==> src/rtl/pspm_pkg.sv <==
`timescale 1ns / 1ps
// ----------------------------------------------------------------------------
// pspm_pkg
// Shared constants, weight tables and helper functions of the phase-shift
// phase/modulation core.
// ----------------------------------------------------------------------------
package pspm_pkg;

    localparam int SampleBitsDef   = 16;
    localparam int CordicStagesDef = 16;

    localparam int PHASE_W = 16;
    localparam int MOD_W   = 16;

    localparam logic signed [15:0] HALF_PI_Q13 = 16'sd12868;
    localparam logic signed [15:0] PI_Q13      = 16'sd25736;
    localparam int                 HALF_PI_Q16 = 102944;

    // register addresses (word index)
    typedef enum logic [1:0] {
        REG_STEP_MODE = 2'd0,
        REG_ROTATE    = 2'd1,
        REG_REVERSE   = 2'd2,
        REG_NONE      = 2'd3
    } reg_idx_t;

    // step modes
    localparam logic [1:0] MODE_4  = 2'd0;
    localparam logic [1:0] MODE_6  = 2'd1;
    localparam logic [1:0] MODE_8  = 2'd2;
    localparam logic [1:0] MODE_16 = 2'd3;

    function automatic logic [4:0] step_count(input logic [1:0] mode);
        logic [4:0] c;
        begin
            case (mode)
                MODE_4:  c = 5'd4;
                MODE_6:  c = 5'd6;
                MODE_8:  c = 5'd8;
                default: c = 5'd16;
            endcase
            return c;
        end
    endfunction

    // sine weights of each decode position (negated in the 8-step mode), Q14, Q15 in the 16-step mode
    function automatic logic signed [16:0] num_weight(input logic [1:0] mode,
                                                      input logic [3:0] k);
        logic signed [16:0] w;
        begin
            w = '0;
            case (mode)
                MODE_4: begin
                    case (k)
                        4'd1: w = 17'sd16384;
                        4'd3: w = -17'sd16384;
                        default: w = '0;
                    endcase
                end
                MODE_6: begin
                    case (k)
                        4'd1, 4'd2: w = 17'sd14189;
                        4'd4, 4'd5: w = -17'sd14189;
                        default: w = '0;
                    endcase
                end
                MODE_8: begin
                    case (k)
                        4'd1, 4'd3: w = -17'sd11585;
                        4'd2: w = -17'sd16384;
                        4'd5, 4'd7: w = 17'sd11585;
                        4'd6: w = 17'sd16384;
                        default: w = '0;
                    endcase
                end
                default: begin
                    case (k)
                        4'd1, 4'd7: w = 17'sd12540;
                        4'd2, 4'd6: w = 17'sd23170;
                        4'd3, 4'd5: w = 17'sd30274;
                        4'd4: w = 17'sd32768;
                        4'd9, 4'd15: w = -17'sd12540;
                        4'd10, 4'd14: w = -17'sd23170;
                        4'd11, 4'd13: w = -17'sd30274;
                        4'd12: w = -17'sd32768;
                        default: w = '0;
                    endcase
                end
            endcase
            return w;
        end
    endfunction

    function automatic logic signed [16:0] den_weight(input logic [1:0] mode,
                                                      input logic [3:0] k);
        logic signed [16:0] w;
        begin
            w = '0;
            case (mode)
                MODE_4: begin
                    case (k)
                        4'd0: w = -17'sd16384;
                        4'd2: w = 17'sd16384;
                        default: w = '0;
                    endcase
                end
                MODE_6: begin
                    case (k)
                        4'd0, 4'd1, 4'd5: w = -17'sd8192;
                        4'd2, 4'd3, 4'd4: w = 17'sd8192;
                        default: w = '0;
                    endcase
                end
                MODE_8: begin
                    case (k)
                        4'd0: w = 17'sd16384;
                        4'd1, 4'd7: w = 17'sd11585;
                        4'd3, 4'd5: w = -17'sd11585;
                        4'd4: w = -17'sd16384;
                        default: w = '0;
                    endcase
                end
                default: begin
                    case (k)
                        4'd0: w = -17'sd32768;
                        4'd1, 4'd15: w = -17'sd30274;
                        4'd2, 4'd14: w = -17'sd23170;
                        4'd3, 4'd13: w = -17'sd12540;
                        4'd5, 4'd11: w = 17'sd12540;
                        4'd6, 4'd10: w = 17'sd23170;
                        4'd7, 4'd9: w = 17'sd30274;
                        4'd8: w = 17'sd32768;
                        default: w = '0;
                    endcase
                end
            endcase
            return w;
        end
    endfunction

    // arctangent table, Q16
    function automatic logic [15:0] atan_q16(input logic [4:0] i);
        logic [15:0] a;
        begin
            case (i)
                5'd0:  a = 16'd51472;
                5'd1:  a = 16'd30386;
                5'd2:  a = 16'd16055;
                5'd3:  a = 16'd8150;
                5'd4:  a = 16'd4091;
                5'd5:  a = 16'd2047;
                5'd6:  a = 16'd1024;
                5'd7:  a = 16'd512;
                5'd8:  a = 16'd256;
                5'd9:  a = 16'd128;
                5'd10: a = 16'd64;
                5'd11: a = 16'd32;
                5'd12: a = 16'd16;
                5'd13: a = 16'd8;
                5'd14: a = 16'd4;
                5'd15: a = 16'd2;
                5'd16: a = 16'd1;
                default: a = 16'd0;
            endcase
            return a;
        end
    endfunction

    // job handed from accumulator to the cell chain
    typedef struct packed {
        logic       valid;
        logic       err;
        logic [1:0] mode;
    } pspm_job_t;

endpackage

==> src/rtl/pspm_accum.sv <==
`timescale 1ns / 1ps
// ----------------------------------------------------------------------------
// pspm_accum
// Maps each sample to its decode position and accumulates the weighted
// numerator and denominator sums of one pixel.
// ----------------------------------------------------------------------------
module pspm_accum
    import pspm_pkg::*;
#(
    parameter int SAMPLE_BITS = SampleBitsDef,
    parameter int SUM_W       = SampleBitsDef + 24
)
(
    input  logic                    clk,
    input  logic                    rst_n,
    input  logic                    clear,
    input  logic                    take,
    input  logic [15:0]             sample,
    input  logic [1:0]              step_mode,
    input  logic [4:0]              rotate_amount,
    input  logic                    reverse_order,
    output logic                    last,
    output logic                    err,
    output logic signed [SUM_W-1:0] num_total,
    output logic signed [SUM_W-1:0] den_total
);

    localparam int PW = SAMPLE_BITS + 18;

    logic [3:0]              idx_reg;
    logic signed [SUM_W-1:0] num_reg;
    logic signed [SUM_W-1:0] den_reg;

    logic [4:0] cnt;
    logic [4:0] rot;
    logic [4:0] j;
    logic [4:0] k;
    logic [4:0] i_ext;
    logic [SAMPLE_BITS-1:0]      s_bits;
    logic signed [SAMPLE_BITS:0] s_val;
    logic signed [16:0]          nw;
    logic signed [16:0]          dw;
    logic signed [PW-1:0]        num_prod;
    logic signed [PW-1:0]        den_prod;
    logic signed [SUM_W-1:0] num_add;
    logic signed [SUM_W-1:0] den_add;

    // decode position of this sample
    always_comb
    begin
        cnt   = step_count(step_mode);
        i_ext = {1'b0, idx_reg};
        rot   = (rotate_amount >= cnt) ? rotate_amount - cnt : rotate_amount;
        if (rot >= cnt)
        begin
            rot = rot - cnt;
        end
        j     = (i_ext >= rot) ? i_ext - rot : i_ext + cnt - rot;
        k     = reverse_order ? cnt - 5'd1 - j : j;
        last  = (i_ext + 5'd1 >= cnt);
        err   = rotate_amount > cnt;
    end

    // weighted sample, product kept at full width
    always_comb
    begin
        s_bits   = SAMPLE_BITS'(sample);
        s_val    = $signed({1'b0, s_bits});
        nw       = num_weight(step_mode, k[3:0]);
        dw       = den_weight(step_mode, k[3:0]);
        num_prod = PW'(nw) * PW'(s_val);
        den_prod = PW'(dw) * PW'(s_val);
        num_add  = SUM_W'(num_prod);
        den_add  = SUM_W'(den_prod);
    end

    assign num_total = num_reg + num_add;
    assign den_total = den_reg + den_add;

    // advance index and sums
    always_ff @(posedge clk or negedge rst_n)
    begin
        if (!rst_n)
        begin
            idx_reg <= '0;
            num_reg <= '0;
            den_reg <= '0;
        end
        else if (clear)
        begin
            idx_reg <= '0;
            num_reg <= '0;
            den_reg <= '0;
        end
        else if (take)
        begin
            if (last)
            begin
                idx_reg <= '0;
                num_reg <= '0;
                den_reg <= '0;
            end
            else
            begin
                idx_reg <= idx_reg + 4'd1;
                num_reg <= num_total;
                den_reg <= den_total;
            end
        end
    end

endmodule

==> config.mk <==
export PLATFORM = sky130hd
export DESIGN_NAME = pspm_accum
export DESIGN_NICKNAME = d
export VERILOG_FILES = /design/src/rtl/pspm_pkg.sv /design/src/rtl/pspm_accum.sv
export SDC_FILE = /design/constraint.sdc
export NUM_CORES = 2
export LEC_CHECK = 0
export BUFFER_PORTS_ARGS = -buffer_cell sky130_fd_sc_hd__buf_2
export CAP_MARGIN = 30
export CELL_PAD_IN_SITES_DETAIL_PLACEMENT = 0
export CELL_PAD_IN_SITES_GLOBAL_PLACEMENT = 1
export CORE_ASPECT_RATIO = 0.6
export CORE_MARGIN = 4
export CORE_UTILIZATION = 47
export DETAILED_ROUTE_END_ITERATION = 8
export PLACE_DENSITY_LB_ADDON = 0.1
export SYNTH_ARGS = -nofsm -noshare
export SYNTH_HDL_FRONTEND = slang
export SYNTH_SLANG_ARGS = --single-unit
==> constraint.sdc <==
create_clock -name clk -period 17.66 [get_ports clk]
set_clock_uncertainty 0.2 [all_clocks]
set_input_delay 1.766 -clock clk [delete_from_list [all_inputs] [get_ports clk]]
set_output_delay 1.766 -clock clk [all_outputs]
set_load 0.02 [all_outputs]
======== Yosys cells after proc, flatten, opt, wreduce, memory -nomap -nowiden ========
Memories as Yosys holds them, arrays and structs flattened.
Cells that the tools add are included.
storage, ports and cells
  flip-flop bits (word level) ............. 84
  memory bits (read-only) ................. 512
  output and inout bits ................... 82
  word-level logic and storage cells ...... 65
  memories ................................ 2
memory list
  name             words  bits a word  read ports  clocked after memory_dff  write ports  RTL line         source
  (no name shown)  16     16           1           0                         0            pspm_pkg.sv:77   case (k)
  (no name shown)  16     16           1           0                         0            pspm_pkg.sv:124  case (k)
cells by class
  add/sub/neg operators ................... 11
  multiply operators ...................... 2
  order comparisons ....................... 5
  equal/unequal tests ..................... 9
  multiplexer cells ....................... 22
  reduce and logical (&&, ||, !) cells .... 11
operator list
  kind                   count
  $mux W40               6
  $pmux W17 S2           4
  $pmux W17 S4           2
  $pmux W17 S3           2
  $add A40 B34 Y40       2
  $mul A17 B17 Y34       2
  $mux W4                5
  $eq A4 B3 Y1 const B   4
  $ge A5 B5 Y1           3
  $pmux W5 S3            1
  $reduce_or A2 Y1       6
  $sub A4 B4 Y4          3
  $mux W5                2
  $sub A5 B5 Y5          2
  $eq A4 B2 Y1 const B   2
  $reduce_or A3 Y1       2
  $add A4 B1 Y5 const B  1
  $ge A4 B5 Y1           1
  $gt A5 B5 Y1           1
  $add A4 B1 Y4 const B  1
  $add A4 B4 Y4          1
  $eq A4 B1 Y1 const B   1
  $logic_not A4 Y1       1
  $sub A4 B1 Y4 const B  1
  other kinds (4)        4

======== Longest topological paths before layout ========
  depth after elaboration ................. 19
  mapped depth ............................ 59

======== Worst setup path after synthesis ========
Ideal clock, no wire load.
  kind .................................... in2out
  start point ............................. in step_mode[1]
  end point ............................... out num_total[28]
  data arrival time ....................... 15,039 ps
  setup slack ............................. 655 ps
  cell stages on the path ................. 50
  path buffers ............................ 5
  cell sequence ........................... clkbuf_1 -> clkinv_1 -> nor2_1 -> inv_1 -> buf_1 -> ha_1 -> a21oi_2 -> nand2_1 -> o22a_1 -> ha_1 -> fa_1 -> a311oi_4 -> mux2i_1 -> inv_1 -> ha_1 -> o21ai_0 -> a211oi_2 -> a32o_1 -> [14 not listed] -> nand2_1 -> fa_1 -> inv_1 -> fa_1 -> fa_1 -> inv_1 -> fa_1 -> inv_1 -> fa_1 -> ha_1 -> and3_1 -> a31o_2 -> o41ai_1 -> o21ai_0 -> o31ai_1 -> a2111oi_0 -> o21a_1 -> nor2_1
on the way
  longest elaborated chain between the ends .. 16
RTL lines
  element                                        RTL line                            source
  start, declared                                pspm_accum.sv:19                    input logic [1:0] step_mode,
  $eq A2 B2 Y1, or another cell as far along     pspm_pkg.sv:36, pspm_pkg.sv:52
  $pmux W5 S3                                    pspm_pkg.sv:36                      case (mode)
  $sub A5 B5 Y5 or $ge A5 B5 Y1 (tied branches)  pspm_accum.sv:53                    rot = (rotate_amount >= cnt) ? rotate_amount - cnt : rotate_amount;
  $mux W5                                        pspm_accum.sv:53
  $sub A5 B5 Y5 or $ge A5 B5 Y1 (tied branches)  pspm_accum.sv:56, pspm_accum.sv:54
  $mux W5                                        pspm_accum.sv:54                    if (rot >= cnt)
  $sub A4 B4 Y4 or $ge A4 B5 Y1 (tied branches)  pspm_accum.sv:58                    j = (i_ext >= rot) ? i_ext - rot : i_ext + cnt - rot;
  $mux W4                                        pspm_accum.sv:58
  $sub A4 B4 Y4                                  pspm_accum.sv:59                    k = reverse_order ? cnt - 5'd1 - j : j;
  $mux W4                                        pspm_accum.sv:59
  $eq A4 B3 Y1, or another cell as far along     pspm_pkg.sv:61, pspm_pkg.sv:68
  $reduce_or A2 Y1, on equally long branches     pspm_pkg.sv:68, pspm_pkg.sv:61
  $pmux W17 S4 or $pmux W17 S2 (tied branches)   pspm_pkg.sv:68, pspm_pkg.sv:61
  $pmux W17 S3 *                                 pspm_pkg.sv:52                      case (mode)
  $mul A17 B17 Y34 *                             pspm_accum.sv:71                    num_prod = PW'(nw) * PW'(s_val);
  $add A40 B34 Y40 *                             pspm_accum.sv:77                    assign num_total = num_reg + num_add;
  end, declared                                  pspm_accum.sv:24                    output logic signed [SUM_W-1:0] num_total,
Mark *: on every way between the ends. The rest lies on a longest branch, timed or not.

======== Worst setup path in the final report ========
  start point ............................. in step_mode[1]
  end point ............................... out den_total[38]
on the way
  longest elaborated chain between the ends .. 16
RTL lines
  element                                               RTL line                            source
  $eq A2 B2 Y1, or another cell as far along            pspm_pkg.sv:36, pspm_pkg.sv:99
  $pmux W5 S3                                           pspm_pkg.sv:36
  $sub A5 B5 Y5 or $ge A5 B5 Y1 (tied branches)         pspm_accum.sv:53
  $mux W5                                               pspm_accum.sv:53
  $sub A5 B5 Y5 or $ge A5 B5 Y1 (tied branches)         pspm_accum.sv:56, pspm_accum.sv:54
  $mux W5                                               pspm_accum.sv:54
  $sub A4 B4 Y4 or $ge A4 B5 Y1 (tied branches)         pspm_accum.sv:58
  $mux W4                                               pspm_accum.sv:58
  $sub A4 B4 Y4                                         pspm_accum.sv:59
  $mux W4                                               pspm_accum.sv:59
  $eq A4 B2 Y1, or another cell as far along            pspm_pkg.sv:108, pspm_pkg.sv:115
  $reduce_or A2 Y1 or $reduce_or A3 Y1 (tied branches)  pspm_pkg.sv:115, pspm_pkg.sv:108
  $pmux W17 S4 or $pmux W17 S2 (tied branches)          pspm_pkg.sv:115, pspm_pkg.sv:108
  $pmux W17 S3 *                                        pspm_pkg.sv:99                      case (mode)
  $mul A17 B17 Y34 *                                    pspm_accum.sv:72                    den_prod = PW'(dw) * PW'(s_val);
  $add A40 B34 Y40 *                                    pspm_accum.sv:78                    assign den_total = den_reg + den_add;
  end, declared                                         pspm_accum.sv:25                    output logic signed [SUM_W-1:0] den_total
Marks and branches as above.

==> impl_metrics.yaml <==
run:
  maxCapViolCount: 0
worst_setup_path:
  start_kind: "input pin"
  cp_common_cell: "fa_1"
  cp.arrival_ps: 15180
  reg2reg_slack_ps: 6790
  r2r-start: "idx_reg[2]"
  cpPeakStageDelay_ps: 550
  critical_path.endpoint_type: "output port"
  rr_endpoint: "num_reg[28]"
  critPathLaunch: "step_mode[1]"
  crit_slowest_cell: "fa_1"
  critPathRequiredTime_ps: 15690
  path_max_fanout: 8
  path_class: "input pin to output port"
  reg2regPathDepth: 40
status:
  status: "completed"
clock_tree:
  cts_tree: "yes"
  cts_buffers: 9
  cts_max_level: 3
  clock_path_buffers: 2
  clockRootBuffer: "clkbuf_16"
  clk_latency_ps: 440
  clk_pin_slew_ps: 70
  clock-sinks: 84
final_layout:
  n_antenna_cell: 0
  fin_nets: 4540
  drive_gt1_share_pct: 9.28
  final_util_pct: 51.8
  num-fill-cells: 6268
  syn2layout_area_growth_pct: 8.56
grt:
  antenna_found_initial: 1
  grt_pass1_wl_mm: 142
  grt.total_usage_pct: 25.5
  grt_pass1_vias: 25190
  overflow: 0
  grt_max_degree: 48
drt:
  routed_wl_mm: 86.7
  routedWlPerCell_um: 19.3
  first_iter_violations: 1417
  drc: 0
  vias_per_cell: 5.26
  via_count: 23605
  firstDrtPassIters: 5
  route.antenna.remaining_nets: 0
floorplanning:
  die_w_um: 344
  dieArea_um2: 71900
  initial_core_util_pct: 47.7
  die_h_um: 209
  coreArea_um2: 66600
  io_pins: 110
  row_count: 73
hold_path:
  hp-start: "num_reg[3]"
  hold_path_class: "register to register"
  holdPathEnd: "num_reg[3]"
  hold_depth: 2
sta:
  holdWs_ps: 287
  hold_viol_final: 0
  setup_viol: 0
  drv_slew: 0
  timing.fmax_ghz: 0.0583
  tightestPinTransition_ps: 928
  period_share_pct: 97.1
  layout_min_cycle_time_ps: 17150
  slew_headroom_pct: 37.6
logic_synthesis:
  synth_flop_cell: "dfrtp_1"
  yosysSeqAreaShare_pct: 6.62
  synth_cell_types: 88
  async_flop_share_pct: 100
  synth_area_per_cell_um2: 9.07
  synth.net_count: 4456
  synth_area_um2: 31800
  synth_edf_count: 0
  synth-seq-cells: 84
  synth_warnings: 0
  syn-instance-count: 3499
placement:
  portBuffers: 109
  gp_congestion: 0.875
  dp_hpwl_mm: 70.0
worst max-delay path: cells and delay by family:
| family | cells | cell delay (ps) |
|---|---|---|
| muxes | 3 | 860 |
| adders and majority gates | 14 | 5600 |
| and+or+nand+nor | 5 | 840 |
| AOI/OAI and AO/OA | 20 | 4540 |
| xor gates and xnor gates | 1 | 190 |
| buffers and inverters | 12 | 1350 |
Yosys cell counts (all sizes together) (7+ instances only):
master / number / area (um2)
inv: 981 / 3680
fa: 698 / 14000
nand2: 271 / 1020
ha: 231 / 2890
and2: 218 / 1360
clkbuf: 106 / 399
a21oi: 90 / 488
dfrtp: 84 / 2100
xnor2: 77 / 674
nand3: 74 / 370
a22o: 72 / 631
o21ai: 69 / 353
a21o: 67 / 503
nor2: 65 / 254
and3: 57 / 357
buf: 42 / 258
xor2: 35 / 307
nor3: 26 / 150
mux2i: 18 / 180
a211oi: 17 / 138
nand2b: 16 / 100
nor2b: 16 / 100
a31oi: 13 / 93.8
o211ai: 13 / 103
or2: 12 / 75.1
or3: 10 / 62.6
nand4: 9 / 56.3
o21a: 9 / 67.6
o21bai: 9 / 67.6
a2111oi: 7 / 98.8
what timing repair did:
action,CTS,global route
gates resized for setup,11,80
setup buffers,1,34
hold buffers,0,0
gates cloned,1,3
endpoints found under the setup margin,14,36
endpoints found under the hold margin,0,0
pin swaps,2,21
layout make-up:
type	instances	area [um2]	area share, %
inverters	983	3690	10.7
multi-input cells	2288	25700	74.7
clock buffers	12	246	0.715
repair buffers	217	1490	4.31
well taps	900	1130	3.27
clock inverters	4	72.6	0.211
flip-flops and latches	84	2100	6.10
through the flow:
stage,setup WS (ps),std cells,area (um2),setup TNS [ps]
floorplan,655,3499,31800,0
global placement,-83.6,4431,33300,-97.0
detailed placement,-310,4433,33400,-1320
CTS,15.1,4451,33800,0
global route,-16.4,4488,34500,-19.5
finish,512,4488,34500,0
cells in the final DEF, fill, tap and decap left out, types with 12 or more instances in the layout:
cell type,Yosys,final
mux2i_1,18,15
xnor2_1,77,77
fa_1,698,695
nand3_1,74,73
nor2b_1,16,16
ha_1,231,229
a21o_1,67,67
o211ai_1,12,12
a22o_1,72,72
nor3_1,22,20
and3_1,57,57
and2_1,218,217
a21oi_1,80,77
nor2_1,63,62
buf_4,7,94
inv_1,981,980
nand2b_1,16,16
nand2_1,271,268
dfrtp_1,84,84
a211oi_1,15,12
xor2_1,35,33
o21ai_0,60,53
buf_2,29,108
layer usage:
metal  vias to the layer above  share of wire (%)  track usage (%)
met5                         -                  0                0
met4                         0                1.2             3.85
met3                        53                6.0             4.33
met2                       635                 44             38.0
met1                     12205                 49             39.8
li1                      10712                  -                -
worst max path at each step:
stage	end	slack, ps	depth (start not counted)
6_report	den_total[38]	510	55
5_1_grt	den_total[33]	-20	56
4_1_cts	den_total[38]	20	56
3_5_place_dp	num_total[37]	-310	53
3_3_place_gp	den_total[33]	-80	53
2_1_floorplan	num_total[28]	650	50
cell families after synthesis:
family | synth area share, %
fa+ha+maj | 53.1
buf+inv | 13.7
simple gates | 12.8
mux | 0.780
xor+xnor | 3.09
flops | 6.62
compound gates | 9.94
Power is not shown: default switching activity piles up to over one toggle a cycle in this logic, so the estimate is an artifact.
