### src/rtl/pspm_pkg.sv
`timescale 1ns / 1ps
// ----------------------------------------------------------------------------
// pspm_pkg
// Shared constants, weight tables and helper functions of the phase-shift
// phase/modulation core.
// ----------------------------------------------------------------------------
package pspm_pkg;

    localparam int SampleBitsDef   = 16;
    localparam int CordicStagesDef = 16;

    localparam int PHASE_W = 16;
    localparam int MOD_W   = 16;

    localparam logic signed [15:0] HALF_PI_Q13 = 16'sd12868;
    localparam logic signed [15:0] PI_Q13      = 16'sd25736;
    localparam int                 HALF_PI_Q16 = 102944;

    // register addresses (word index)
    typedef enum logic [1:0] {
        REG_STEP_MODE = 2'd0,
        REG_ROTATE    = 2'd1,
        REG_REVERSE   = 2'd2,
        REG_NONE      = 2'd3
    } reg_idx_t;

    // step modes
    localparam logic [1:0] MODE_4  = 2'd0;
    localparam logic [1:0] MODE_6  = 2'd1;
    localparam logic [1:0] MODE_8  = 2'd2;
    localparam logic [1:0] MODE_16 = 2'd3;

    function automatic logic [4:0] step_count(input logic [1:0] mode);
        logic [4:0] c;
        begin
            case (mode)
                MODE_4:  c = 5'd4;
                MODE_6:  c = 5'd6;
                MODE_8:  c = 5'd8;
                default: c = 5'd16;
            endcase
            return c;
        end
    endfunction

    // sine weights of each decode position (negated in the 8-step mode), Q14, Q15 in the 16-step mode
    function automatic logic signed [16:0] num_weight(input logic [1:0] mode,
                                                      input logic [3:0] k);
        logic signed [16:0] w;
        begin
            w = '0;
            case (mode)
                MODE_4: begin
                    case (k)
                        4'd1: w = 17'sd16384;
                        4'd3: w = -17'sd16384;
                        default: w = '0;
                    endcase
                end
                MODE_6: begin
                    case (k)
                        4'd1, 4'd2: w = 17'sd14189;
                        4'd4, 4'd5: w = -17'sd14189;
                        default: w = '0;
                    endcase
                end
                MODE_8: begin
                    case (k)
                        4'd1, 4'd3: w = -17'sd11585;
                        4'd2: w = -17'sd16384;
                        4'd5, 4'd7: w = 17'sd11585;
                        4'd6: w = 17'sd16384;
                        default: w = '0;
                    endcase
                end
                default: begin
                    case (k)
                        4'd1, 4'd7: w = 17'sd12540;
                        4'd2, 4'd6: w = 17'sd23170;
                        4'd3, 4'd5: w = 17'sd30274;
                        4'd4: w = 17'sd32768;
                        4'd9, 4'd15: w = -17'sd12540;
                        4'd10, 4'd14: w = -17'sd23170;
                        4'd11, 4'd13: w = -17'sd30274;
                        4'd12: w = -17'sd32768;
                        default: w = '0;
                    endcase
                end
            endcase
            return w;
        end
    endfunction

    function automatic logic signed [16:0] den_weight(input logic [1:0] mode,
                                                      input logic [3:0] k);
        logic signed [16:0] w;
        begin
            w = '0;
            case (mode)
                MODE_4: begin
                    case (k)
                        4'd0: w = -17'sd16384;
                        4'd2: w = 17'sd16384;
                        default: w = '0;
                    endcase
                end
                MODE_6: begin
                    case (k)
                        4'd0, 4'd1, 4'd5: w = -17'sd8192;
                        4'd2, 4'd3, 4'd4: w = 17'sd8192;
                        default: w = '0;
                    endcase
                end
                MODE_8: begin
                    case (k)
                        4'd0: w = 17'sd16384;
                        4'd1, 4'd7: w = 17'sd11585;
                        4'd3, 4'd5: w = -17'sd11585;
                        4'd4: w = -17'sd16384;
                        default: w = '0;
                    endcase
                end
                default: begin
                    case (k)
                        4'd0: w = -17'sd32768;
                        4'd1, 4'd15: w = -17'sd30274;
                        4'd2, 4'd14: w = -17'sd23170;
                        4'd3, 4'd13: w = -17'sd12540;
                        4'd5, 4'd11: w = 17'sd12540;
                        4'd6, 4'd10: w = 17'sd23170;
                        4'd7, 4'd9: w = 17'sd30274;
                        4'd8: w = 17'sd32768;
                        default: w = '0;
                    endcase
                end
            endcase
            return w;
        end
    endfunction

    // arctangent table, Q16
    function automatic logic [15:0] atan_q16(input logic [4:0] i);
        logic [15:0] a;
        begin
            case (i)
                5'd0:  a = 16'd51472;
                5'd1:  a = 16'd30386;
                5'd2:  a = 16'd16055;
                5'd3:  a = 16'd8150;
                5'd4:  a = 16'd4091;
                5'd5:  a = 16'd2047;
                5'd6:  a = 16'd1024;
                5'd7:  a = 16'd512;
                5'd8:  a = 16'd256;
                5'd9:  a = 16'd128;
                5'd10: a = 16'd64;
                5'd11: a = 16'd32;
                5'd12: a = 16'd16;
                5'd13: a = 16'd8;
                5'd14: a = 16'd4;
                5'd15: a = 16'd2;
                5'd16: a = 16'd1;
                default: a = 16'd0;
            endcase
            return a;
        end
    endfunction

    // job handed from accumulator to the cell chain
    typedef struct packed {
        logic       valid;
        logic       err;
        logic [1:0] mode;
    } pspm_job_t;

endpackage

### src/rtl/pspm_cell.sv
`timescale 1ns / 1ps
// ----------------------------------------------------------------------------
// pspm_cell
// One cell of the decode chain: one CORDIC vectoring step on (x, y, z), skipped past CSTAGES, and
// one bit of the restoring square-root search for the modulation, skipped past MBITS.
// ----------------------------------------------------------------------------
module pspm_cell
    import pspm_pkg::*;
#(
    parameter int XW     = SampleBitsDef + 27,
    parameter int SQ_W   = 2 * (SampleBitsDef + 24),
    parameter int MBITS  = SampleBitsDef,
    parameter int CSTEP  = 0,
    parameter int MSTEP  = 0,
    parameter int CSTAGES = CordicStagesDef
)
(
    input  logic                  clk,
    input  logic                  rst_n,
    input  logic                  in_valid,
    input  logic signed [XW-1:0]  x_in,
    input  logic signed [XW-1:0]  y_in,
    input  logic signed [19:0]    z_in,
    input  logic [SQ_W:0]         rem_in,
    input  logic [MBITS-1:0]      m_in,
    input  logic [2*MBITS-1:0]    msq_in,
    input  logic [1:0]            mode_in,
    output logic                  out_valid,
    output logic signed [XW-1:0]  x_out,
    output logic signed [XW-1:0]  y_out,
    output logic signed [19:0]    z_out,
    output logic [SQ_W:0]         rem_out,
    output logic [MBITS-1:0]      m_out,
    output logic [2*MBITS-1:0]    msq_out,
    output logic [1:0]            mode_out
);

    localparam int MSQ_W = 2 * MBITS;
    localparam int TW    = SQ_W + 1;
    localparam int MB    = (MSTEP < MBITS) ? MBITS - 1 - MSTEP : 0;

    logic signed [XW-1:0] dx;
    logic signed [XW-1:0] dy;
    logic signed [19:0]   ang;
    logic signed [XW-1:0] x_next;
    logic signed [XW-1:0] y_next;
    logic signed [19:0]   z_next;
    logic [MBITS-1:0]     m_next;
    logic [MSQ_W-1:0]     msq_next;
    logic [MBITS-1:0]     cand;
    logic [MSQ_W-1:0]     cand_sq;
    logic [TW-1:0]        trial;
    logic                 valid_reg;
    logic signed [XW-1:0] x_reg;
    logic signed [XW-1:0] y_reg;
    logic signed [19:0]   z_reg;
    logic [SQ_W:0]        rem_reg;
    logic [MBITS-1:0]     m_reg;
    logic [MSQ_W-1:0]     msq_reg;
    logic [1:0]           mode_reg;

    // vectoring step: arithmetic shift is a floor shift
    always_comb
    begin
        dx  = y_in >>> CSTEP;
        dy  = x_in >>> CSTEP;
        ang = $signed({4'd0, atan_q16(5'(CSTEP))});
        if (CSTEP >= CSTAGES)
        begin
            x_next = x_in;
            y_next = y_in;
            z_next = z_in;
        end
        else if (!y_in[XW-1])
        begin
            x_next = x_in + dx;
            y_next = y_in - dy;
            z_next = z_in + ang;
        end
        else
        begin
            x_next = x_in - dx;
            y_next = y_in + dy;
            z_next = z_in - ang;
        end
    end

    // trial bit of the modulation: keep it when c^2 * scale^2 <= n^2+d^2;
    // c^2 grows by shifts and adds, scale^2 is 2^28, 9*2^26, 2^30 or 2^34
    always_comb
    begin
        cand    = m_in;
        cand_sq = msq_in;
        if (MSTEP < MBITS)
        begin
            cand[MB] = 1'b1;
            cand_sq  = msq_in + (MSQ_W'(m_in) << (MB + 1)) + (MSQ_W'(1) << (2 * MB));
        end
        case (mode_in)
            MODE_4:  trial = TW'(cand_sq) << 28;
            MODE_6:  trial = (TW'(cand_sq) << 29) + (TW'(cand_sq) << 26);
            MODE_8:  trial = TW'(cand_sq) << 30;
            default: trial = TW'(cand_sq) << 34;
        endcase
        m_next   = m_in;
        msq_next = msq_in;
        if ((MSTEP < MBITS) && (trial <= rem_in))
        begin
            m_next   = cand;
            msq_next = cand_sq;
        end
    end

    // hand the word to the next cell
    always_ff @(posedge clk or negedge rst_n)
    begin
        if (!rst_n)
        begin
            valid_reg <= 1'b0;
        end
        else
        begin
            valid_reg <= in_valid;
        end
    end

    always_ff @(posedge clk)
    begin
        x_reg    <= x_next;
        y_reg    <= y_next;
        z_reg    <= z_next;
        rem_reg  <= rem_in;
        m_reg    <= m_next;
        msq_reg  <= msq_next;
        mode_reg <= mode_in;
    end

    assign out_valid = valid_reg;
    assign x_out     = x_reg;
    assign y_out     = y_reg;
    assign z_out     = z_reg;
    assign rem_out   = rem_reg;
    assign m_out     = m_reg;
    assign msq_out   = msq_reg;
    assign mode_out  = mode_reg;

endmodule

### config.mk
export PLATFORM = sky130hd
export DESIGN_NAME = pspm_cell
export DESIGN_NICKNAME = d
export VERILOG_FILES = /design/src/rtl/pspm_pkg.sv /design/src/rtl/pspm_cell.sv
export SDC_FILE = /design/constraint.sdc
export NUM_CORES = 1
export LEC_CHECK = 0
export BUFFER_PORTS_ARGS = -buffer_cell sky130_fd_sc_hd__buf_2
export CAP_MARGIN = 40
export CORE_AREA = 4 4 182 184
export CTS_CLUSTER_SIZE = 14
export DETAILED_ROUTE_END_ITERATION = 8
export DIE_AREA = 0 0 186 188
export MAX_ROUTING_LAYER = met4
export PLACE_DENSITY_LB_ADDON = 0.08
export REMOVE_ABC_BUFFERS = 1
export SYNTH_ARGS = -nofsm -noshare
export SYNTH_HDL_FRONTEND = slang
export SYNTH_SLANG_ARGS = --single-unit
### constraint.sdc
create_clock -name clk -period 1.2 [get_ports clk]
set_clock_uncertainty 0.2 [all_clocks]
set_input_delay 0.36 -clock clk [delete_from_list [all_inputs] [get_ports clk]]
set_output_delay 0.36 -clock clk [all_outputs]
set_load 0.02 [all_outputs]
==> results of run 1 <==
[kinds of logic after synthesis]
logic type               synth area share, %
XOR/XNOR                                7.14
AO/OA/AOI/OAI                           22.5
multiplexers                            5.58
flip-flops                              27.9
AND/OR/NAND/NOR                         12.7
buffers and inverters                   5.99
adder cells (fa/ha/maj)                 18.2
[metrics by stage]
step,cells,cell area (sq um),worst slack (ps),utilization [%]
2_1_floorplan,1940,16800,-5140,-
3_3_place_gp,3468,24600,-5280,78.3
3_5_place_dp,3468,24600,-5580,78.3
==> results.yml, run 1 <==
synth:
  synth_area_sq_um: 17100
  synth_edf_count: 0
  async_flop_share_pct: 0.422
  synthTopCellsByCount: "238 x ha_1, 236 x dfxtp_1, 224 x a21oi_1, 195 x inv_1, 150 x nor2_1"
  yosysWarningCount: 0
  synth_cell_type_count: 75
  synth_top_area_share_pct: 27.7
  yosysTopAreaCell: "dfxtp_1"
  yosys_register_bits: 237
  yosys.cell_count.top_type: "ha_1"
  synthCells: 2011
  synth_area_leaders: "dfxtp_1 28%, ha_1 17%, a21oi_1 6.6%"
  synth-main-ff-cell: "dfxtp_1"
  avgSynthCellArea_sq_um: 8.48
  yosysSeqAreaShare_pct: 27.9
cts:
  numCtsBuffers: 26
  post_cts_buffers: 99
  clock_path_buffers: 3
  cts_resized: 1188
  htree_levels: 1
  clock-sinks: 237
  cts_root_buffer: "clkbuf_16"
  cts_hold_buf: 140
die:
  initial_core_util_pct: 54.3
  die_height_um: 188
  rows: 65
  fp.dieW_um: 186
  io_pins: 478
status:
  stop_stage: "clock tree synthesis"
  status: "aborted with a tool error"
  stop_error: "[ERROR DPL-0033] detailed placement checks failed during check placement."
placed_design:
  dpl.hpwl_um: 56200
  gp_congestion: 1.00
  portBuffers: 477
==> run 2: changes to the inputs <==
CORE_AREA = not set   (was 4 4 182 184)
CORE_MARGIN = 4   (was not set)
CORE_UTILIZATION = 40   (was not set)
CTS_CLUSTER_SIZE = not set   (was 14)
DIE_AREA = not set   (was 0 0 186 188)
MAX_ROUTING_LAYER = not set   (was met4)
PLACE_DENSITY_LB_ADDON = 0.15   (was 0.08)
==> run 2 against run 1 <==
  * The flow now finishes, with violations (negative hold slack, negative setup slack)
  * Synthesized cell count unchanged
  * Area after synthesis unchanged
==> results.yml, run 2 <==
status:
  status: "finished, violations left"
  violations: "negative hold slack, negative setup slack"
synth:
  synth_fa_ha_area_share_pct: 18.2
  synth_top_family_by_area: "compound AO/OA/AOI/OAI gates"
  synth-main-ff-cell: "dfxtp_1"
  synth_area_sq_um: 17100
  yosys_register_bits: 237
  yosysTopAreaCell: "dfxtp_1"
  synthCells: 2011
  avgSynthCellArea_sq_um: 8.48
  synth-simple-area-share_pct: 12.7
  synth_top_area_share_pct: 27.7
  synth_compound_area_share_pct: 22.5
  synthMuxAreaShare_pct: 5.58
  yosysWarningCount: 0
  yosysSeqAreaShare_pct: 27.9
  synth_edf_count: 0
  async_flop_share_pct: 0.422
  synthTopCellsByCount: "238 x ha_1, 236 x dfxtp_1, 224 x a21oi_1, 195 x inv_1, 150 x nor2_1"
  synth_area_leaders: "dfxtp_1 28%, ha_1 17%, a21oi_1 6.6%"
  synth_cell_type_count: 75
  synth-xor-area-share_pct: 7.14
  yosys.cell_count.top_type: "ha_1"
sta:
  rsz0062_at_grt: "yes"
  max_slew_margin_pct: 50.8
  min_period_ps: 6010
  fmax_ghz: 0.167
  period_share_pct: 500
  worstMarginPinSlew_ps: 732
  finalMaxSlewViolations: 0
  setup_violations: 350
  whs_ps: -21.1
  finalHoldViolCount: 1
  fin_ws_ps: -4810
final_layout:
  drive_gt1_share_pct: 57.2
  final_common_cell: "buf_4"
  largest_reg_flops: 81
  nFillCells: 2641
  nets: 3832
  multi_input_area_sq_um: 13900
  seq_area_sq_um: 5060
  syn_to_final_growth_pct: 93.2
  final_cell_mix: "683 x buf_4, 319 x buf_6, 231 x dfxtp_2"
  final_cells: 3919
global_routing:
  grt_usage_pct: 33.7
  antenna_found_initial: 23
  grt_pass1_wl_um: 126000
  grt_pass1_vias: 22500
  grt_max_degree: 42
  overflow: 0
cts:
  cts_tree: "yes"
  cts_root_buffer: "clkbuf_16"
  htree_levels: 1
  clock_path_buffers: 3
  clock-sinks: 237
  clk_pin_slew_ps: 70
  numCtsBuffers: 26
routing:
  routedWlPerCell_um: 22.2
  routed_wl_um: 87000
  remaining_drc_errors: 0
  drt_iter0_markers: 1325
  dr.pass1.iters: 5
  route.vias.total: 21700
  ant_nets: 0
  viasPerCell: 5.53
die:
  die-area_sq_um: 46000
  die_height_um: 214
  fp.dieW_um: 214
  io_pins: 478
  rows: 75
  initial_core_util_pct: 40.6
  design.core.area_sq_um: 42000
worst_setup_path:
  required_ps: 1450
  end_kind: "flop"
  start_kind: "input pin"
  crit_type: "in2reg"
  cp_data_arrival_time_ps: 6250
  cp_max_fo: 8
flow_run:
  maxCapViolations: 0
power_and_ir_drop:
  vdd_drop_max_uv: 1240
  p_per_area_nw_per_um2: 1280
  power_leakage_nw: 15.8
worst_hold_path:
  hold_path_class: "in2reg"
  hold_depth: 3
placed_design:
  portBuffers: 477
  dpl.hpwl_um: 56100
  pre_cts_slack_ps: -5530
  gp_congestion: 0.988
  dp.cells: 3622
[run 2: final cells by class]
cell class / count / area share (%)
inverter: 199 / 2.39
clock buffer: 31 / 2.16
tap: 539 / 2.05
multi-input combinational: 1504 / 42.1
sequential: 237 / 15.3
timing repair buffer: 1380 / 35.1
antenna: 15 / 0.114
clock inverter: 14 / 0.801
[run 2: critical path, cell delays in order]
cell and delay [ps]:
buf_2 110, ha_1 310, ha_1 250, nor3_1 630
nand3_2 220, a31o_4 290, a211o_1 260, a21oi_2 200
buf_4 140, o21bai_2 70, a21oi_2 180, xnor2_2 140
ha_1 280, buf_4 170, xor2_1 150, mux4_2 500
ha_4 280, nand4_1 160, nor4_4 370, nand3_2 170
nor3_4 280, nor4_4 50, nand2_2 160, clkbuf_16 200
mux2_4 310
[run 2: power breakdown]
group | switching, mW | total [mW] | leakage, nW | internal (mW)
clock | 3.78 | 9.52 | 0.466 | 5.73
combinational | 11.0 | 22.7 | 13.3 | 11.7
sequential | 0.683 | 9.96 | 2.00 | 9.28
[run 2: kinds of logic after synthesis]
| family | after synthesis |
|---|---|
| AO/OA/AOI/OAI | 612 |
| AND/OR/NAND/NOR | 446 |
| buffers and inverters | 270 |
| adder cells (fa/ha/maj) | 244 |
| flip-flops | 237 |
| XOR/XNOR | 139 |
| multiplexers | 63 |
[run 2: through the flow]
step	hold WS, ps	TNS (ps)	cell area [sq um]	power (mW)	util (%)
after floorplan	-136	-224740	16800	18.2	-
after global placement	-63.8	-284670	24900	25.9	59.1
after detailed placement	-59.1	-288430	24900	26.1	59.1
after CTS	-41.5	-270650	31600	39.7	75.3
after global routing	12.2	-299910	32900	43.8	78.4
final	-21.1	-286370	32900	42.2	78.4
[run 2: what timing repair did]
item                                    4_1_cts  5_1_grt
gates resized for setup                    1185      208
setup buffers                                86       58
hold endpoints to repair                    142        1
endpoints found under the setup margin      352      353
hold buffers                                139        1
cloned                                        2        0
pin swaps                                   278      220
[run 2: path summary, 6_finish.rpt]
check | end | start | slack (ps)
max | msq_out[22] | m_in[7] | -4810
max in group asynchronous | out_valid | rst_n | 270
min in group asynchronous | out_valid | rst_n | 430
min | z_out[18] | z_in[18] | -20
[run 2: layer usage]
layer	GRT usage (%)	vias up	routed length [um]
li1	-	9813	-
met1	37.2	10500	32000
met2	60.9	1001	43000
met3	5.61	389	5430
met4	20.0	12	6500
met5	0	-	74
(Power assumes the default switching activity.)
==> run 3: changes to the inputs <==
SETUP_SLACK_MARGIN = 0.02   (was not set)
==> run 3 against run 2 <==
  * Hold slack worse by 1.5 ps
  * Final area is 0.21% lower
  * Via count is 0.95% lower
  * Sequential share of layout area hardly changed
  * Clock power is 0.6% lower
  * Core utilization is 0.16 points lower
  * Setup slack better by 220 ps
  * The run still ends with negative hold slack, negative setup slack left
  * Largest cell class unchanged
  * Largest power group unchanged
  * First-iteration DRC count is 10% higher
==> results.yml, run 3 (synthesis gave the netlist of run 2 again) <==
status:
  status: "finished, violations left"
  violations: "negative hold slack, negative setup slack"
worst_setup_path:
  critPathMaxStageDelay_ps: 500
  end_kind: "flop"
  required_ps: 1440
  path_common_cell: "ha_4"
  startpoint: "m_in[1]"
  critPathSlowestCell: "mux4_2"
  cp_max_fo: 8
  crit_type: "in2reg"
  crit_family: "simple AND/OR/NAND/NOR gates"
  cp_data_arrival_time_ps: 6030
  start_kind: "input pin"
  crit_buf_inv: 6
die:
  initial_core_util_pct: 40.6
  design.core.area_sq_um: 42000
  die_height_um: 214
  rows: 75
  fp.dieW_um: 214
  die-area_sq_um: 46000
  io_pins: 478
global_routing:
  antenna_found_initial: 22
  overflow: 0
  grt_pass1_wl_um: 125000
  grt_pass1_vias: 22500
  grt_max_degree: 42
  grt_usage_pct: 33.6
routing:
  dr.pass1.iters: 5
  routedLengthMet1_um: 31900
  wl_met2_um: 42500
  viasPerCell: 5.48
  remaining_drc_errors: 0
  routed_wl_um: 85400
  route.vias.total: 21500
  drt_iter0_markers: 1464
  topRoutingLayerUsed: "met5"
  routedWlPerCell_um: 21.8
  dr_wl_met3_um: 4780
  ant_nets: 0
sta:
  max_slew_margin_pct: 62.1
  finalMaxSlewViolations: 0
  fmax_ghz: 0.173
  period_share_pct: 482
  min_period_ps: 5790
  whs_ps: -22.7
  rsz0062_at_grt: "yes"
  tns_ps: -282490
  fin_ws_ps: -4590
  finalHoldViolCount: 1
  setup_violations: 352
  worstMarginPinSlew_ps: 566
cts:
  clock_path_buffers: 3
  cts_tree: "yes"
  cts_root_buffer: "clkbuf_16"
  numCtsBuffers: 26
  htree_levels: 1
  clock-sinks: 237
  clk_pin_slew_ps: 60
worst_hold_path:
  hold_path_startpoint: "z_in[18]"
  hold_depth: 3
  hold_path_class: "in2reg"
  hold_path_end: "z_out[18]"
final_layout:
  drive_gt1_share_pct: 57.0
  nFillCells: 2622
  final_common_cell: "buf_4"
  nets: 3834
  final_cell_mix: "687 x buf_4, 319 x buf_6, 232 x dfxtp_2"
  stdcell_area_sq_um: 32900
  syn_to_final_growth_pct: 92.8
  final_cells: 3921
  largest_reg_flops: 81
placed_design:
  dpl.hpwl_um: 56100
  dpl_cell_area_sq_um: 24900
  dp.cells: 3622
  portBuffers: 477
  gp_congestion: 0.988
power_and_ir_drop:
  power_leakage_nw: 15.8
  p_per_area_nw_per_um2: 1270
  vdd_drop_max_uv: 1370
flow_run:
  maxCapViolations: 0
## run 3: cell types whose count changed in the layout (fill, tap and decap cells not counted), sizes merged
cell      before   now
clkinvlp       4     3
inv          199   200
buf         1240  1242
## run 3: area by class of cell
| type | count | area [sq um] | area share [%] |
|---|---|---|---|
| Clock inverter | 14 | 264 | 0.803 |
| Sequential cell | 237 | 5050 | 15.4 |
| Antenna cell | 15 | 37.5 | 0.114 |
| Timing Repair Buffer | 1382 | 11600 | 35.3 |
| Multi-Input combinational cell | 1504 | 13700 | 41.8 |
| Clock buffer | 31 | 711 | 2.16 |
| Inverter | 199 | 792 | 2.41 |
| Tap cell | 539 | 674 | 2.05 |
## run 3: worst min-delay path: stages
cell	delay, ps
buf_2	80
ha_1	170
xnor2_1	90
## run 3: what timing repair did
| action | 4_1_cts | 5_1_grt |
|---|---|---|
| endpoints found under the setup margin | 352 | 353 |
| gates cloned | 2 | 0 |
| resized for setup | 1188 | 199 |
| endpoints found under the hold margin | 142 | 1 |
| hold buffers | 139 | 1 |
| setup buffers | 86 | 60 |
| pin swaps | 282 | 203 |
## run 3: worst max path at each step
stage,cells past startpoint,endpoint,slack [ps]
after floorplan,31,msq_out[16],-5140
after global placement,33,msq_out[20],-5360
after detailed placement,31,msq_out[27],-5530
after CTS,33,msq_out[26],-4390
after global routing,31,msq_out[17],-4770
final,29,msq_out[16],-4590
## run 3: metrics by stage
stage	utilization [%]	setup slack, ps	power (mW)
after floorplan	-	-5140	18.2
after global placement	59.1	-5360	25.9
after detailed placement	59.1	-5530	26.1
after CTS	75.3	-4390	39.7
after global routing	78.2	-4770	43.4
final	78.2	-4590	41.7
## run 3: power breakdown
part	total, mW	switching (mW)	internal [mW]
registers	9.97	0.689	9.28
logic	22.3	10.8	11.5
clock network	9.46	3.73	5.73
## run 3: per-layer routing
metal / up-vias / global-route usage [%]
li1: 9823 / -
met1: 10300 / 37.2
met2: 985 / 60.0
met3: 380 / 5.44
met4: 14 / 21.0
met5: - / 0
